### config.mk
export PLATFORM = sky130hd
export DESIGN_NAME = pwm_motor_ramp_controller
export DESIGN_NICKNAME = d
export VERILOG_FILES = /design/src/sv/pmrc_pkg.sv /design/src/sv/pwm_motor_ramp_controller.sv /design/src/sv/pmrc_pct_div.sv /design/src/sv/pmrc_datapath.sv /design/src/sv/pmrc_ctrl.sv
export SDC_FILE = /design/constraint.sdc
export NUM_CORES = 1
export LEC_CHECK = 0
export BUFFER_PORTS_ARGS = -buffer_cell sky130_fd_sc_hd__buf_2
export CAP_MARGIN = 20
export CORE_MARGIN = 5
export CORE_UTILIZATION = 35
export DETAILED_ROUTE_END_ITERATION = 12
export PLACE_DENSITY = 0.56
export SLEW_MARGIN = 30
export SYNTH_ARGS = -nofsm -noshare
export SYNTH_HDL_FRONTEND = slang
export SYNTH_HIERARCHICAL = 1
export SYNTH_SLANG_ARGS = --single-unit
### constraint.sdc
create_clock -name clk_i -period 9.34 [get_ports clk_i]
set_input_delay 0 -clock clk_i [delete_from_list [all_inputs] [get_ports clk_i]]
set_output_delay 0 -clock clk_i [all_outputs]
set_load 0.01 [all_outputs]
### src/sv/pmrc_pkg.sv
package pmrc_pkg;

  // command codes carried in s_axis_tuser
  localparam logic [2:0] FUNC_TICK   = 3'd0;
  localparam logic [2:0] FUNC_SET    = 3'd1;
  localparam logic [2:0] FUNC_RAMP   = 3'd2;
  localparam logic [2:0] FUNC_TIMED  = 3'd3;
  localparam logic [2:0] FUNC_FWD    = 3'd4;
  localparam logic [2:0] FUNC_REV    = 3'd5;
  localparam logic [2:0] FUNC_TOGGLE = 3'd6;

  localparam int unsigned FUNC_W     = 3;
  localparam int unsigned SPEED_W    = 8;
  localparam int unsigned SV_W       = 10;
  localparam int unsigned DUR_W      = 32;
  localparam int unsigned PCT_W      = 7;
  localparam int unsigned S_TDATA_W  = 48;
  localparam int unsigned M_TDATA_W  = 16;

  localparam logic [SPEED_W-1:0] FULL_SPEED = 8'd255;

  // floor(x / 100) = (x * 41944) >> 22, exact for x < 43690; above that it
  // is at most one high, and such steps are out of range either way
  localparam logic [15:0] RECIP_100 = 16'd41944;
  localparam int unsigned RECIP_SH  = 22;

  typedef struct packed {
    logic load;
    logic tick_inc;
    logic div_start;
    logic mul;
    logic scale;
    logic apply;
    logic emit;
  } pmrc_cmd_t;

  typedef struct packed {
    logic is_tick;
    logic need_div;
    logic div_busy;
  } pmrc_sts_t;

endpackage

### src/sv/pwm_motor_ramp_controller.sv
// Set speed, ramp, timed-on, direction and unused codes go from accept
// straight to apply and emit; a tick first updates the timer, and a tick that
// computes a ramp step also runs the serial divider for the percent, then
// multiply and divide-by-100 stages. One request at a time: a new one is
// taken the cycle after the result is loaded into the output register.
// Reset (rst_ni low, async): speed 0, forward, no ramp or timed-on, timer 0.
module pwm_motor_ramp_controller (
  input  logic                          clk_i,
  input  logic                          rst_ni,
  // request stream
  input  logic                          s_axis_tvalid,
  output logic                          s_axis_tready,
  // [2:0] func
  input  logic [pmrc_pkg::FUNC_W-1:0]    s_axis_tuser,
  // [9:0] speed_value (signed), [10] stop_all, [42:11] duration_ms, [47:43] zero
  input  logic [pmrc_pkg::S_TDATA_W-1:0] s_axis_tdata,
  // result stream
  output logic                          m_axis_tvalid,
  input  logic                          m_axis_tready,
  // [7:0] speed, [8] is_forward, [9] ramping, [10] timed_on_active,
  // [11] target_reached, [12] entered_forward, [13] entered_reverse, [15:14] zero
  output logic [pmrc_pkg::M_TDATA_W-1:0] m_axis_tdata,
  // bidirectional register write
  input  logic                          cfg_valid_i,
  output logic                          cfg_ready_o,
  input  logic                          cfg_data_i
);
  import pmrc_pkg::*;

  pmrc_cmd_t cmd;
  pmrc_sts_t sts;

  // register writes are taken at any time; the user must write only while idle, which the block does not enforce
  assign cfg_ready_o = 1'b1;

  // sequencer: accept, tick timer update, ramp step pipeline, commit, emit
  pmrc_ctrl u_ctrl (
    .clk_i         (clk_i),
    .rst_ni        (rst_ni),
    .s_axis_tvalid (s_axis_tvalid),
    .s_axis_tready (s_axis_tready),
    .m_axis_tvalid (m_axis_tvalid),
    .m_axis_tready (m_axis_tready),
    .sts_i         (sts),
    .cmd_o         (cmd)
  );

  // motor state, timer, percent divider and the output register
  pmrc_datapath u_dp (
    .clk_i      (clk_i),
    .rst_ni     (rst_ni),
    .cmd_i      (cmd),
    .sts_o      (sts),
    .func_i     (s_axis_tuser),
    .item_i     (s_axis_tdata),
    .cfg_we_i   (cfg_valid_i && cfg_ready_o),
    .cfg_data_i (cfg_data_i),
    .result_o   (m_axis_tdata)
  );

endmodule

### src/sv/pmrc_pct_div.sv
module pmrc_pct_div (
  input  logic                      clk_i,
  input  logic                      rst_ni,
  input  logic                      start_i,
  input  logic [pmrc_pkg::DUR_W-1:0] elapsed_i,
  input  logic [pmrc_pkg::DUR_W-1:0] limit_i,
  output logic                      busy_o,
  output logic [pmrc_pkg::PCT_W-1:0] pct_o
);
  import pmrc_pkg::*;

  localparam int unsigned REM_W = DUR_W + PCT_W;

  logic [REM_W-1:0] rem_q, rem_d, num, den_sh;
  logic [PCT_W-1:0] quo_q, quo_d;
  logic [2:0]       k_q, k_d;
  logic             busy_q, busy_d;

  // elapsed * 100 = e*64 + e*32 + e*4
  assign num = {1'b0, elapsed_i, 6'b0} + {2'b0, elapsed_i, 5'b0} + {5'b0, elapsed_i, 2'b0};
  assign den_sh = {{PCT_W{1'b0}}, limit_i} << k_q;

  // restoring division, one quotient bit per cycle, msb first
  always_comb begin
    rem_d  = rem_q;
    quo_d  = quo_q;
    k_d    = k_q;
    busy_d = busy_q;
    if (start_i) begin
      rem_d  = num;
      quo_d  = '0;
      k_d    = 3'(PCT_W - 1);
      busy_d = 1'b1;
    end else if (busy_q) begin
      if (rem_q >= den_sh) begin
        rem_d      = rem_q - den_sh;
        quo_d[k_q] = 1'b1;
      end
      if (k_q == 3'd0) begin
        busy_d = 1'b0;
      end else begin
        k_d = k_q - 3'd1;
      end
    end
  end

  always_ff @(posedge clk_i or negedge rst_ni) begin
    if (!rst_ni) begin
      busy_q <= 1'b0;
      k_q    <= '0;
    end else begin
      busy_q <= busy_d;
      k_q    <= k_d;
    end
  end

  always_ff @(posedge clk_i) begin
    rem_q <= rem_d;
    quo_q <= quo_d;
  end

  assign busy_o = busy_q;
  assign pct_o  = quo_q;

endmodule

### src/sv/pmrc_datapath.sv
module pmrc_datapath (
  input  logic                          clk_i,
  input  logic                          rst_ni,
  input  pmrc_pkg::pmrc_cmd_t           cmd_i,
  output pmrc_pkg::pmrc_sts_t           sts_o,
  input  logic [pmrc_pkg::FUNC_W-1:0]    func_i,
  input  logic [pmrc_pkg::S_TDATA_W-1:0] item_i,
  input  logic                          cfg_we_i,
  input  logic                          cfg_data_i,
  output logic [pmrc_pkg::M_TDATA_W-1:0] result_o
);
  import pmrc_pkg::*;

  // latched request
  logic [FUNC_W-1:0] func_q;
  logic [SV_W-1:0]   sv_q;
  logic              stop_q;
  logic [DUR_W-1:0]  dur_q;

  // architectural state
  logic               bidir_q;
  logic [SPEED_W-1:0] speed_q, speed_d;
  logic               dir_q, dir_d;
  logic               timed_q, timed_d;
  logic               ramp_q, ramp_d;
  logic               stopped_q, stopped_d;
  logic               hit_q, hit_d;
  logic               fwd_q, fwd_d;
  logic               rev_q, rev_d;
  logic [SPEED_W-1:0] start_q, start_d;
  logic [SV_W-1:0]    target_q, target_d;
  logic [DUR_W-1:0]   limit_q, limit_d;
  logic [DUR_W-1:0]   elapsed_q, elapsed_d;

  // ramp step pipeline
  logic [PCT_W-1:0]     pct;
  logic                 div_busy;
  logic [SV_W:0]        diff;
  logic signed [18:0]   prod_d, prod_q;
  logic [16:0]          mag;
  logic [31:0]          recip_d, recip_q;
  logic                 neg_q;
  logic [9:0]           quo;
  logic [SV_W:0]        fdiv;
  logic [11:0]          step;
  logic                 step_ok, target_ok, sv_ok, active, cond;
  logic                 tr, ef, er;
  logic [M_TDATA_W-1:0] result_q;

  pmrc_pct_div u_div (
    .clk_i     (clk_i),
    .rst_ni    (rst_ni),
    .start_i   (cmd_i.div_start),
    .elapsed_i (elapsed_q),
    .limit_i   (limit_q),
    .busy_o    (div_busy),
    .pct_o     (pct)
  );

  assign active = elapsed_q < limit_q;

  assign diff   = {target_q[SV_W-1], target_q} - {3'b0, start_q};
  assign prod_d = $signed({1'b0, pct}) * $signed(diff);
  // floor division by 100 of a signed value via magnitude (up to 99*767+99)
  assign mag     = prod_q[18] ? 17'(19'd99 - prod_q) : 17'(prod_q);
  assign recip_d = 32'(mag) * 32'(RECIP_100);
  assign quo     = recip_q[31:RECIP_SH];
  assign fdiv    = neg_q ? (11'd0 - {1'b0, quo}) : {1'b0, quo};
  assign step    = {4'b0, start_q} + {fdiv[SV_W], fdiv};

  assign step_ok   = step[11:8] == 4'd0;
  assign target_ok = target_q[SV_W-1:8] == 2'd0;
  assign sv_ok     = sv_q[SV_W-1:8] == 2'd0;
  assign cond      = !active && !timed_q && !ramp_q && !stopped_q;

  always_comb begin
    speed_d   = speed_q;
    dir_d     = dir_q;
    timed_d   = timed_q;
    ramp_d    = ramp_q;
    stopped_d = stopped_q;
    hit_d     = hit_q;
    fwd_d     = fwd_q;
    rev_d     = rev_q;
    start_d   = start_q;
    target_d  = target_q;
    limit_d   = limit_q;
    elapsed_d = elapsed_q;
    tr        = 1'b0;
    ef        = 1'b0;
    er        = 1'b0;

    if (cmd_i.tick_inc && (elapsed_q != '1)) begin
      elapsed_d = elapsed_q + 1'b1;
    end

    if (cmd_i.apply) begin
      unique case (func_q)
        FUNC_TICK: begin
          if (timed_q) begin
            if (active) begin
              speed_d   = FULL_SPEED;
              stopped_d = 1'b0;
            end else begin
              speed_d   = '0;
              timed_d   = 1'b0;
              ramp_d    = 1'b0;
              stopped_d = 1'b1;
            end
          end else if (ramp_q) begin
            if (active) begin
              if (step_ok) begin
                speed_d   = step[SPEED_W-1:0];
                stopped_d = 1'b0;
              end
            end else begin
              if (target_ok) begin
                speed_d   = target_q[SPEED_W-1:0];
                stopped_d = 1'b0;
              end
              ramp_d = 1'b0;
            end
          end
        end
        FUNC_SET: begin
          if (sv_ok) begin
            speed_d = sv_q[SPEED_W-1:0];
            if (stop_q) begin
              timed_d   = 1'b0;
              ramp_d    = 1'b0;
              stopped_d = 1'b1;
            end else begin
              stopped_d = 1'b0;
            end
          end
        end
        FUNC_RAMP: begin
          timed_d   = 1'b0;
          stopped_d = 1'b1;
          start_d   = speed_q;
          target_d  = sv_q;
          if (sv_q != {2'b0, speed_q}) begin
            limit_d   = dur_q;
            elapsed_d = '0;
            ramp_d    = 1'b1;
          end else begin
            ramp_d = 1'b0;
          end
        end
        FUNC_TIMED: begin
          timed_d   = 1'b1;
          ramp_d    = 1'b0;
          stopped_d = 1'b1;
          limit_d   = dur_q;
          elapsed_d = '0;
        end
        FUNC_FWD, FUNC_REV, FUNC_TOGGLE: begin
          if (bidir_q) begin
            if (func_q == FUNC_FWD) begin
              dir_d = 1'b1;
            end else if (func_q == FUNC_REV) begin
              dir_d = 1'b0;
            end else begin
              dir_d = ~dir_q;
            end
            speed_d   = '0;
            timed_d   = 1'b0;
            ramp_d    = 1'b0;
            stopped_d = 1'b1;
          end
        end
        default: begin
        end
      endcase
    end

    // event pulses from the post-command state
    if (cmd_i.emit) begin
      tr    = cond && !hit_q;
      hit_d = cond;
      if (bidir_q) begin
        if (dir_q) begin
          ef    = !fwd_q;
          fwd_d = 1'b1;
          rev_d = 1'b0;
        end else begin
          er    = !rev_q;
          rev_d = 1'b1;
          fwd_d = 1'b0;
        end
      end
    end
  end

  always_ff @(posedge clk_i or negedge rst_ni) begin
    if (!rst_ni) begin
      bidir_q   <= 1'b0;
      speed_q   <= '0;
      dir_q     <= 1'b1;
      timed_q   <= 1'b0;
      ramp_q    <= 1'b0;
      stopped_q <= 1'b0;
      hit_q     <= 1'b0;
      fwd_q     <= 1'b0;
      rev_q     <= 1'b0;
      start_q   <= '0;
      target_q  <= '0;
      limit_q   <= '0;
      elapsed_q <= '0;
    end else begin
      if (cfg_we_i) begin
        bidir_q <= cfg_data_i;
      end
      speed_q   <= speed_d;
      dir_q     <= dir_d;
      timed_q   <= timed_d;
      ramp_q    <= ramp_d;
      stopped_q <= stopped_d;
      hit_q     <= hit_d;
      fwd_q     <= fwd_d;
      rev_q     <= rev_d;
      start_q   <= start_d;
      target_q  <= target_d;
      limit_q   <= limit_d;
      elapsed_q <= elapsed_d;
    end
  end

  always_ff @(posedge clk_i) begin
    if (cmd_i.load) begin
      func_q <= func_i;
      sv_q   <= item_i[SV_W-1:0];
      stop_q <= item_i[SV_W];
      dur_q  <= item_i[SV_W+DUR_W:SV_W+1];
    end
    if (cmd_i.mul) begin
      prod_q <= prod_d;
    end
    if (cmd_i.scale) begin
      recip_q <= recip_d;
      neg_q   <= prod_q[18];
    end
    if (cmd_i.emit) begin
      result_q <= {2'b0, er, ef, tr, timed_q, ramp_q, dir_q, speed_q};
    end
  end

  assign sts_o.is_tick  = func_i == FUNC_TICK;
  assign sts_o.need_div = ramp_q && active;
  assign sts_o.div_busy = div_busy;
  assign result_o       = result_q;

`ifndef SYNTHESIS
  a_modes_exclusive: assert property (@(posedge clk_i) disable iff (!rst_ni)
    !(timed_q && ramp_q))
    else $error("timed-on and ramp active together");
  a_pct_range: assert property (@(posedge clk_i) disable iff (!rst_ni)
    $fell(div_busy) |-> (pct < 7'd100))
    else $error("ramp percent out of range");
  a_hit_latch: assert property (@(posedge clk_i) disable iff (!rst_ni)
    (cmd_i.emit && tr) |=> hit_q)
    else $error("target event without latch");
`endif

endmodule

### src/sv/pmrc_ctrl.sv
module pmrc_ctrl (
  input  logic                clk_i,
  input  logic                rst_ni,
  input  logic                s_axis_tvalid,
  output logic                s_axis_tready,
  output logic                m_axis_tvalid,
  input  logic                m_axis_tready,
  input  pmrc_pkg::pmrc_sts_t sts_i,
  output pmrc_pkg::pmrc_cmd_t cmd_o
);
  import pmrc_pkg::*;

  typedef enum logic [2:0] {
    ST_IDLE,
    ST_INC,
    ST_EVAL,
    ST_DIV,
    ST_MUL,
    ST_SCALE,
    ST_APPLY,
    ST_DONE
  } state_e;

  state_e state_q, state_d;
  logic   out_valid_q, out_valid_d;
  logic   accept;

  assign s_axis_tready = state_q == ST_IDLE;
  assign accept        = s_axis_tvalid && s_axis_tready;
  assign m_axis_tvalid = out_valid_q;

  always_comb begin
    cmd_o           = '0;
    state_d         = state_q;
    out_valid_d     = out_valid_q && !m_axis_tready;
    cmd_o.load      = accept;
    unique case (state_q)
      ST_IDLE: begin
        if (accept) begin
          state_d = sts_i.is_tick ? ST_INC : ST_APPLY;
        end
      end
      ST_INC: begin
        cmd_o.tick_inc = 1'b1;
        state_d        = ST_EVAL;
      end
      ST_EVAL: begin
        if (sts_i.need_div) begin
          cmd_o.div_start = 1'b1;
          state_d         = ST_DIV;
        end else begin
          state_d = ST_APPLY;
        end
      end
      ST_DIV: begin
        if (!sts_i.div_busy) begin
          state_d = ST_MUL;
        end
      end
      ST_MUL: begin
        cmd_o.mul = 1'b1;
        state_d   = ST_SCALE;
      end
      ST_SCALE: begin
        cmd_o.scale = 1'b1;
        state_d     = ST_APPLY;
      end
      ST_APPLY: begin
        cmd_o.apply = 1'b1;
        state_d     = ST_DONE;
      end
      ST_DONE: begin
        // wait for a free output register
        if (!out_valid_q || m_axis_tready) begin
          cmd_o.emit  = 1'b1;
          out_valid_d = 1'b1;
          state_d     = ST_IDLE;
        end
      end
      default: begin
        state_d = ST_IDLE;
      end
    endcase
  end

  always_ff @(posedge clk_i or negedge rst_ni) begin
    if (!rst_ni) begin
      state_q     <= ST_IDLE;
      out_valid_q <= 1'b0;
    end else begin
      state_q     <= state_d;
      out_valid_q <= out_valid_d;
    end
  end

`ifndef SYNTHESIS
  a_accept_busy: assert property (@(posedge clk_i) disable iff (!rst_ni)
    accept |=> (state_q != ST_IDLE))
    else $error("request accepted but controller stayed idle");
  a_result_source: assert property (@(posedge clk_i) disable iff (!rst_ni)
    $rose(out_valid_q) |-> ($past(state_q) == ST_DONE))
    else $error("result raised outside done state");
  a_div_started: assert property (@(posedge clk_i) disable iff (!rst_ni)
    cmd_o.div_start |=> sts_i.div_busy)
    else $error("divider did not start");
`endif

endmodule

==> results by group, run 1 <==
Synth
  • Post-synthesis sequential area ratio: 0.2775
  • Largest area contributor in the netlist: edfxtp_1
  • Ranking of synthesized cells by area: edfxtp_1, fa_1, ha_1
  • Synth async-reset ratio: 0.4398
  • Yosys Warn Count: 6
  • Number of flops mapped to enable cells by yosys: 128
  • Mapped Cells: 2,467
  • Yosys cell types: 96
  • Most common flop cell mapped by yosys: edfxtp_1
  • Synthesized area: 23,920 sq um
  • Synth top area share: 0.1607
  • Yosys reg bits: 241
  • Avg Inst Size Synth: 9.695 sq um

Layout
  • Post-Layout Cell Count: 3,446
  • Share of cells above drive strength 1: 0.08628
  • Final nets: 3,048
  • Area grow syn2layout: 11.43%
  • Antenna diode count: 0
  • # fillers: 6,584

Timing
  • RSZ-0062 raised after global routing: no
  • Setup violators final: 0
  • Period utilization: 0.8158
  • Clock skew: 0.03824 ns
  • Setup Total Neg Slack: 0 ns
  • Worst Tran Pin Value: 0.9503 ns
  • Max Fclk: 0.1312 GHz
  • Final slew viol count: 0
  • Hold Vio Cnt, Final: 0
  • Max_slew headroom: 0.3652
  • Min Tclk post-route: 7.619 ns

Detailed routing
  • Met3 wire length: 2212 microns
  • Total number of vias: 17,750
  • DRT antenna net count: 0
  • Routed wire per std cell: 16.69 microns
  • Detailed-route vias per instance: 5.152
  • M1 wire length: 27,040 microns
  • Highest routed layer: met4
  • Pre-antenna DRT Iters: 6
  • Met2 routed WL: 27,220 microns
  • # DRC: 0
  • Final WL: 57,500 microns
  • DRT iter0 DRCs: 1,091

Critical path
  • Crit Path Class: register to register
  • Crit path required time: 9.67 ns
  • Flop2flop setup slack: 1.72 ns
  • Worst EP arrival: 7.95 ns
  • Slowest Stage Delay on Critical Path: 0.62 ns
  • Reg2reg end: u_dp/recip_q[31]
  • R2R cell count: 28
  • Critical Path Start Type: register
  • Crit-path slowest cell: xor2_1
  • Max FO, Critical Path: 7
  • Critical Path Most Common Cell: inv_1
  • Worst reg2reg startpoint: u_dp/prod_q[2]
  • Endpoint type of the worst setup path: register

Clocking
  • Worst-path clk slew: 0.07 ns
  • Setup bufs post-CTS: 0
  • Root Driver: clkbuf_16
  • CTS resizes: 0
  • H-tree Lvls: 1
  • Clk sink count: 241
  • Clock Latency Late Sink: 0.60 ns
  • TritonCTS Buffers: 30
  • CTS Buffer Depth: 3
  • CTS tree: done
  • Hold_buf cts: 51

Place
  • Post-DP HPWL: 45,110 microns
  • Port buffer count: 67
  • Placed cells: 3,338
  • Routability-driven placement congestion ratio: 0.8756

Job
  • # Max-Cap Violations: 0

Global routing
  • Gr ovfl total: 0
  • First-pass GRT wire length: 95,500 microns
  • Initial antenna violation count: 0
  • Largest net degree at the start of global routing: 96
  • Total track usage: 0.1553
  • Vias in the first global route: 18,340

Die
  • Core Region: 67,510 sq um
  • Row cnt: 95
  • I/O pins: 76
  • Die W: 271.4 microns
  • Initial Util: 0.3542
  • Die area: 73,660 sq um
  • Die span in y: 271.4 microns

Status
  • Outcome: complete, no violations

Worst hold path
  • Min-delay worst type: primary input to async pin
==> area by class of cell <==
class	count	area (sq um)	area share
multi-input cells	1809	15700	0.5891
flip-flops and latches	241	6641	0.2492
inverters	336	1261	0.04732
well taps	873	1092	0.04099
repair buffers	131	965.9	0.03624
clock buffers	46	872.1	0.03272
clock inverters	10	118.9	0.004460
==> sequential cells by signal, summed over array words and instances, names as in the netlist, 3 cells and up <==
register,count
u_dp/prod_q,18
u_dp/dur_q,32
u_dp/target_q,10
u_dp/func_q,3
u_dp/start_q,8
u_dp/u_div/k_q,3
u_dp/sv_q,10
u_dp/recip_q,10
u_dp/u_div/pct_o,7
u_dp/limit_q,32
u_ctrl/state_q,3
u_dp/speed_q,8
u_dp/elapsed_q,32
u_dp/result_o,14
u_dp/u_div/rem_q,39
==> metal layers <==
metal | vias to the layer above | global-route usage
li1 | 8646 | -
met1 | 8716 | 0.2131
met2 | 323 | 0.2649
met3 | 68 | 0.02084
met4 | 0 | 0.03071
met5 | - | 0
==> critical path, delay by kind of cell, from the launching register on <==
kind                     cells  cell delay (ns)
AO/OA/AOI/OAI                8             1.76
XOR/XNOR                     3             0.98
adder cells (fa/ha/maj)      7             2.70
buffers and inverters        6             0.71
flip-flops                   1             0.47
AND/OR/NAND/NOR              4             0.74
==> synth_stat cells, drive strengths merged (30+ instances only) <==
master and count:
clkbuf 59, xor2 83, nand2 218, o21ai 137
nor3 30, a21o 47, edfxtp 128, mux2i 43
ha 272, inv 334, dfrtp 105, xnor2 81
nand3 48, nand4 36, fa 170, nor2b 39
nor2 134, a21oi 132, and2 48
==> cells in the final DEF, fill, tap and decap left out, drive strengths merged, types with 11 or more instances in the layout <==
master | Yosys | final
and2 | 48 | 48
o21bai | 15 | 15
a21oi | 132 | 132
a21boi | 11 | 11
dfrtp | 105 | 105
nor3 | 30 | 30
edfxtp | 128 | 128
clkbuf | 59 | 46
ha | 272 | 272
buf | 23 | 80
nand4 | 36 | 36
fa | 170 | 170
nand3 | 48 | 48
nor4 | 12 | 12
nand2 | 218 | 218
a21o | 47 | 47
o21ai | 137 | 137
xnor2 | 81 | 81
dlygate4sd3 | 0 | 51
mux2 | 28 | 28
nor2 | 134 | 134
nor2b | 39 | 39
inv | 334 | 335
and3 | 13 | 13
mux2i | 43 | 43
nand2b | 14 | 14
mux4 | 21 | 21
xor2 | 83 | 83
o21a | 13 | 13
a211oi | 18 | 18
==> worst max path at each step <==
stage	startpoint	to	cells after the start
floorplan	u_dp/u_div/k_q[0]	u_dp/u_div/rem_q[0]	16
global placement	u_dp/prod_q[2]	u_dp/recip_q[30]	28
detailed placement	u_dp/prod_q[2]	u_dp/recip_q[30]	28
CTS	u_dp/prod_q[2]	u_dp/recip_q[30]	28
global route	u_dp/prod_q[2]	u_dp/recip_q[31]	28
finish	u_dp/prod_q[2]	u_dp/recip_q[31]	28
==> per-stage QoR <==
step	hold WS (ns)	worst slack (ns)	utilization	instance area, sq um
floorplan	-0.2956	2.489	-	23920
global placement	0.08858	1.804	0.3719	25110
detailed placement	0.09293	1.643	0.3719	25110
CTS	0.02679	1.636	0.3942	26610
global route	0.07385	1.116	0.3947	26650
finish	0.01489	1.721	0.3947	26650
==> kinds of logic (layout without fill, tap and decap cells) <==
logic type | after synthesis | after routing | synth area share
and+or+nand+nor | 645 | 645 | 0.1332
AOI/OAI and AO/OA | 463 | 463 | 0.1249
adders and majority gates | 442 | 442 | 0.2846
buffers and inverters | 418 | 523 | 0.06817
DFF | 241 | 241 | 0.2775
xor gates and xnor gates | 164 | 164 | 0.06006
muxes | 92 | 92 | 0.05127
other | 2 | 3 | 0.0003140
Power of run 1 is left out: the tool's default activity adds up to more than one toggle a clock period on the data nets, which glitch-free logic cannot reach.
==> run 2: changes to the inputs <==
Clock period 9.34 ns to 7.6 ns, I/O delays scaled along.
==> run 2 against run 1 <==
  * Non-clock buffer count increased by 9
  * Die area unchanged
  * Worst hold slack got worse by 0.020 ns
  * Sequential share of layout area decreased by 0.069 points
  * Clock skew increased by 0.0088 ns
  * Flip-flop and latch count unchanged
  * Critical path type unchanged
  * Critical endpoint is now u_dp/recip_q[30]
  * Routed wire length increased by 0.61%
  * Via count about the same
  * Core utilization increased by 0.11 points
  * The run now ends with negative hold slack left
  * Highest routed layer unchanged
  * Setup slack got worse by 1.2 ns
  * Count of clock-buffer cells in the layout decreased by 5
==> results by group, run 2 (synthesis gave the netlist of run 1 again) <==
Timing
  • Max_slew headroom: 0.3966 (+0.03145)
  • Max Fclk: 0.1419 GHz (+8.1%)
  • Period utilization: 0.9276 (+0.1118)
  • Final slew viol count: 0 (unchanged)
  • Min Tclk post-route: 7.050 ns (-0.5697 ns)
  • Clock skew: 0.04699 ns (+0.008752 ns)
  • Hold_ws: -0.005221 ns (-0.02011 ns)
  • Hold Vio Cnt, Final: 4 (+4)
  • Setup Total Neg Slack: 0 ns (unchanged)
  • Worst Tran Pin Value: 0.8995 ns (-0.05077 ns)
  • RSZ-0062 raised after global routing: no
  • Setup violators final: 0 (unchanged)

Layout
  • Most common cell after layout, fill and taps aside: inv_1
  • # fillers: 6,672 (+1.3%)
  • Antenna diode count: 0 (unchanged)
  • Final nets: 3,057 (+0.30%)
  • Post-Layout Cell Count: 3,455 (+0.26%)
  • Share of cells above drive strength 1: 0.09179 (+0.005509)
  • Max reg flops: 39 (unchanged)
  • Area grow syn2layout: 11.74%
  • Register bank with the most flops: u_dp/u_div/rem_q
  • Most frequent cells in the layout: inv_1, ha_1, nand2_1
  • Final core occ: 0.3958 (+0.001093)

Place
  • Port buffer count: 67 (unchanged)
  • Post-DP HPWL: 45,930 microns (+1.8%)
  • Routability-driven placement congestion ratio: 0.8842 (+0.98%)
  • Placed cells: 3,346 (+0.24%)

Job
  • # Max-Cap Violations: 0 (unchanged)

Detailed routing
  • Routed wire per std cell: 16.74 microns (+0.34%)
  • Final WL: 57,850 microns (+0.61%)
  • Total number of vias: 17,740 (-0.090%)
  • Pre-antenna DRT Iters: 5 (-1)
  • DRT antenna net count: 0 (unchanged)
  • Detailed-route vias per instance: 5.134 (-0.35%)
  • DRT iter0 DRCs: 1,059 (-2.9%)
  • # DRC: 0 (unchanged)

Clocking
  • Setup bufs post-CTS: 0 (unchanged)
  • H-tree Lvls: 1 (unchanged)
  • Root Driver: clkbuf_16
  • Worst-path clk slew: 0.07 ns (about the same)
  • CTS Buffer Depth: 3 (unchanged)
  • Clock Latency Late Sink: 0.60 ns (about the same)
  • Clk sink count: 241 (unchanged)
  • TritonCTS Buffers: 30 (unchanged)
  • CTS tree: done

Die
  • Die area: 73,660 sq um (unchanged)
  • Die W: 271.4 microns (unchanged)
  • Core Region: 67,510 sq um (unchanged)
  • Die span in y: 271.4 microns (unchanged)
  • Initial Util: 0.3542 (unchanged)
  • Row cnt: 95 (unchanged)
  • I/O pins: 76 (unchanged)

Critical path
  • Flop2flop setup slack: 0.55 ns (-1.17 ns)
  • Max FO, Critical Path: 6 (-1)
  • Endpoint type of the worst setup path: register
  • Slowest Stage Delay on Critical Path: 0.59 ns (-0.03 ns)
  • Critical Path Most Common Cell: fa_1
  • Crit Path Class: register to register
  • Worst EP arrival: 7.39 ns (-0.56 ns)
  • Crit-path slowest cell: fa_1
  • Crit path required time: 7.94 ns (-1.73 ns)
  • R2R cell count: 25 (-11%)
  • Critical Path Start Type: register
  • Worst reg2reg startpoint: u_dp/prod_q[2]
  • Reg2reg end: u_dp/recip_q[30]

Status
  • Failing checks: negative hold slack
  • Outcome: finished, violations left

Global routing
  • Initial antenna violation count: 0 (unchanged)
  • Largest net degree at the start of global routing: 96 (unchanged)
  • Gr ovfl total: 0 (unchanged)
  • Vias in the first global route: 18,640 (+1.7%)
  • First-pass GRT wire length: 97,080 microns (+1.7%)
  • Total track usage: 0.1577 (+0.002457)

Worst hold path
  • Min-delay worst type: primary input to async pin
run 2: worst max path at each step:
stage	startpoint	end	slack, ns
after global placement	u_dp/prod_q[2]	u_dp/recip_q[30]	0.55
after floorplan	u_dp/u_div/k_q[0]	u_dp/u_div/rem_q[0]	0.75
after detailed placement	u_dp/prod_q[2]	u_dp/recip_q[30]	0.32
after global routing	u_dp/prod_q[2]	u_dp/recip_q[30]	0.03
final	u_dp/prod_q[2]	u_dp/recip_q[30]	0.55
after CTS	u_dp/prod_q[2]	u_dp/recip_q[30]	0.30
run 2: repair_timing:
action | in CTS | in global routing
hold buffers | 52 | 0
hold endpoints to repair | 108 | 0
endpoints found under the setup margin | 0 | 3
resized for setup | 0 | 4
run 2: cell type report:
class	instances	area (sq um)	share of cell area
Tap cell	873	1092	0.04087
Multi-Input combinational cell	1809	15700	0.5876
Clock inverter	15	147.6	0.005525
Timing Repair Buffer	140	1036	0.03877
Sequential cell	241	6641	0.2485
Inverter	336	1261	0.04719
Clock buffer	41	843.3	0.03156
run 2: metal layers:
layer | wire (microns) | vias to the layer above | track usage
met4 | 1044 | 0 | 0.02856
met1 | 27380 | 8687 | 0.2196
met5 | 0 | - | 0
li1 | - | 8675 | -
met2 | 27120 | 305 | 0.2670
met3 | 2310 | 70 | 0.02084
run 2: worst max-delay path, delay by kind of cell (launching register included):
| kind | cells | cell delay [ns] |
|---|---|---|
| simple gates | 5 | 1.07 |
| fa+ha+maj | 6 | 2.74 |
| buf+inv | 4 | 0.38 |
| flops | 1 | 0.47 |
| compound gates | 8 | 1.78 |
| xor+xnor | 2 | 0.33 |
run 2: through the flow:
stage / setup WS, ns / cell area, sq um / hold slack, ns
after global placement: 0.5499 / 25170 / 0.07020
after global routing: 0.02559 / 26720 / 0.05713
after floorplan: 0.7491 / 23920 / -0.2956
after CTS: 0.3027 / 26680 / 0.003277
after detailed placement: 0.3190 / 25170 / 0.07583
final: 0.5505 / 26720 / -0.005221
Power of run 2 is left out for the same reason.
==> run 3: changes to the inputs <==
Settings changed: CORE_UTILIZATION 35 to 56, PLACE_DENSITY 0.56 to 0.79.
==> run 3 against run 2 <==
  * The flow now finishes without violations
  * Core utilization is 23 points higher
  * First-iteration DRC count is 19% higher
  * Die area is 36% lower
  * Cell count is 9.8% lower
  * Register-to-register slack hardly changed
  * Via count is 2.9% higher
  * Critical endpoint unchanged
==> results by group, run 3 (synthesis gave the netlist of run 1 again) <==
Status
  • Outcome: complete, no violations

Timing
  • Clock skew: 0.02325 ns (-0.02374 ns)
  • Hold Vio Cnt, Final: 0 (-4)
  • Setup violators final: 0 (unchanged)
  • Hold_ws: 0.1344 ns (+0.1396 ns)
  • RSZ-0062 raised after global routing: no
  • Max_slew headroom: 0.3802 (-0.01641)
  • Final Worst Setup Slack: 0.5511 ns (+0.0006500 ns)
  • Min Tclk post-route: 7.049 ns (-0.0006500 ns)
  • Max Fclk: 0.1419 GHz (about the same)
  • Period utilization: 0.9275 (about the same)
  • Final slew viol count: 0 (unchanged)
  • Worst Tran Pin Value: 0.9297 ns (+0.03018 ns)
  • Setup Total Neg Slack: 0 ns (unchanged)

Place
  • Post-DP HPWL: 43,110 microns (-6.1%)
  • Placed cells: 3,009 (-10%)
  • Post-place setup slack: 0.3064 ns (-0.01258 ns)
  • Routability-driven placement congestion ratio: 0.9093 (+2.8%)
  • Port buffer count: 67 (unchanged)

Clocking
  • CTS tree: done
  • TritonCTS Buffers: 28 (-6.7%)
  • H-tree Lvls: 1 (unchanged)
  • Clock Latency Late Sink: 0.57 ns (-0.03 ns)
  • Clk sink count: 241 (unchanged)
  • CTS Buffer Depth: 3 (unchanged)
  • Root Driver: clkbuf_16
  • Worst-path clk slew: 0.06 ns (about the same)
  • Setup bufs post-CTS: 0 (unchanged)

Critical path
  • Reg2reg end: u_dp/recip_q[30]
  • CP startpoint: u_dp/prod_q[2]
  • Endpoint type of the worst setup path: register
  • Max FO, Critical Path: 6 (unchanged)
  • Crit path required time: 7.91 ns (-0.03 ns)
  • Crit Path Class: register to register
  • Worst Setup EP: u_dp/recip_q[30]
  • Worst reg2reg startpoint: u_dp/prod_q[2]
  • Critical Path Start Type: register
  • Worst EP arrival: 7.36 ns (-0.03 ns)
  • R2R cell count: 27 (+8.0%)
  • Flop2flop setup slack: 0.55 ns (about the same)

Die
  • I/O pins: 76 (unchanged)
  • Row cnt: 75 (-21%)
  • Initial Util: 0.5676 (+0.2134)
  • Die span in y: 216.7 microns (-20%)
  • Die W: 216.7 microns (-20%)
  • Die area: 46,940 sq um (-36%)
  • Core Region: 42,130 sq um (-38%)

Layout
  • Antenna diode count: 0 (unchanged)
  • Share of cells above drive strength 1: 0.08925 (-0.002538)
  • Area grow syn2layout: 9.783%
  • Max reg flops: 39 (unchanged)
  • # fillers: 3,271 (-51%)
  • Post-Layout Cell Count: 3,116 (-9.8%)
  • Most frequent cells in the layout: inv_1, ha_1, nand2_1
  • Register bank with the most flops: u_dp/u_div/rem_q
  • Final nets: 3,054 (-0.098%)
  • Most common cell after layout, fill and taps aside: inv_1

Detailed routing
  • Total number of vias: 18,250 (+2.9%)
  • Final WL: 55,890 microns (-3.4%)
  • Routed wire per std cell: 17.94 microns (+7.1%)
  • Detailed-route vias per instance: 5.858 (+14%)
  • DRT iter0 DRCs: 1,262 (+19%)
  • Pre-antenna DRT Iters: 5 (unchanged)
  • DRT antenna net count: 0 (unchanged)
  • # DRC: 0 (unchanged)

Global routing
  • Busiest layer in global routing: met2
  • Gr ovfl total: 0 (unchanged)
  • GR Util met2: 0.4120 (+0.1451)
  • GRT met1 Usage: 0.3175 (+0.09791)
  • Met3 usage: 0.04200 (+0.02116)
  • First-pass GRT wire length: 93,760 microns (-3.4%)
  • Largest net degree at the start of global routing: 96 (unchanged)
  • Initial antenna violation count: 0 (unchanged)
  • Total track usage: 0.2400 (+0.08223)
  • Vias in the first global route: 18,900 (+1.4%)

Worst hold path
  • Hold Startpoint: s_axis_tdata[11]
  • Min-delay worst type: primary input to register

Job
  • # Max-Cap Violations: 0 (unchanged)
[run 3: final cells by class]
cell class                 count  area (sq um)  share of cell area
clock buffer                  41         852.1             0.03245
clock inverter                11         86.33            0.003288
inverter                     336          1261             0.04803
tap                          539         674.4             0.02569
sequential                   241          6643              0.2530
multi-input combinational   1809         15690              0.5977
timing repair buffer         139          1047             0.03989
[run 3: per-layer routing]
metal,vias to the layer above,routed length (microns),share of wire
li1,8654,-,-
met1,8925,24020,0.43
met2,571,26960,0.48
met3,102,3389,0.061
met4,0,1526,0.027
met5,-,0,0
[run 3: worst min-delay path by stage]
stage                     cells after the start  slack, ns                    to
after floorplan                               0      -0.30  u_ctrl/m_axis_tvalid
after global placement                        1       0.01    u_dp/elapsed_q[15]
after detailed placement                      1       0.02    u_dp/elapsed_q[15]
after CTS                                     2       0.11         u_dp/dur_q[4]
after global routing                          2       0.13         u_dp/dur_q[3]
final                                         2       0.13         u_dp/dur_q[0]
[run 3: critical path, cell delays in order (launching register included)]
cell	delay [ns]
edfxtp_1	0.46
inv_2	0.18
ha_1	0.25
nand2b_4	0.06
nor2b_4	0.12
or4_4	0.43
or3_1	0.36
o31ai_2	0.21
xor2_1	0.16
buf_4	0.15
inv_1	0.13
ha_1	0.31
ha_1	0.34
fa_1	0.49
fa_1	0.49
inv_1	0.06
fa_1	0.52
inv_1	0.04
ha_1	0.28
nand4_1	0.14
o21bai_1	0.24
o21ai_0	0.16
o31a_1	0.34
nand2b_1	0.18
a21boi_1	0.26
o21ai_1	0.15
a21boi_1	0.20
xor2_1	0.09
[run 3: repair_timing]
| action | in CTS | in global routing |
|---|---|---|
| hold buffers | 54 | 0 |
| hold endpoints to repair | 91 | 0 |
| setup endpoints to repair | 0 | 3 |
| gates resized for setup | 0 | 2 |
[run 3: stage by stage]
step | area [sq um] | util
floorplan | 23920 | -
finish | 26260 | 0.6232
CTS | 26220 | 0.6223
global placement | 24730 | 0.5868
global route | 26260 | 0.6232
detailed placement | 24730 | 0.5869
Power of run 3 is left out for the same reason.
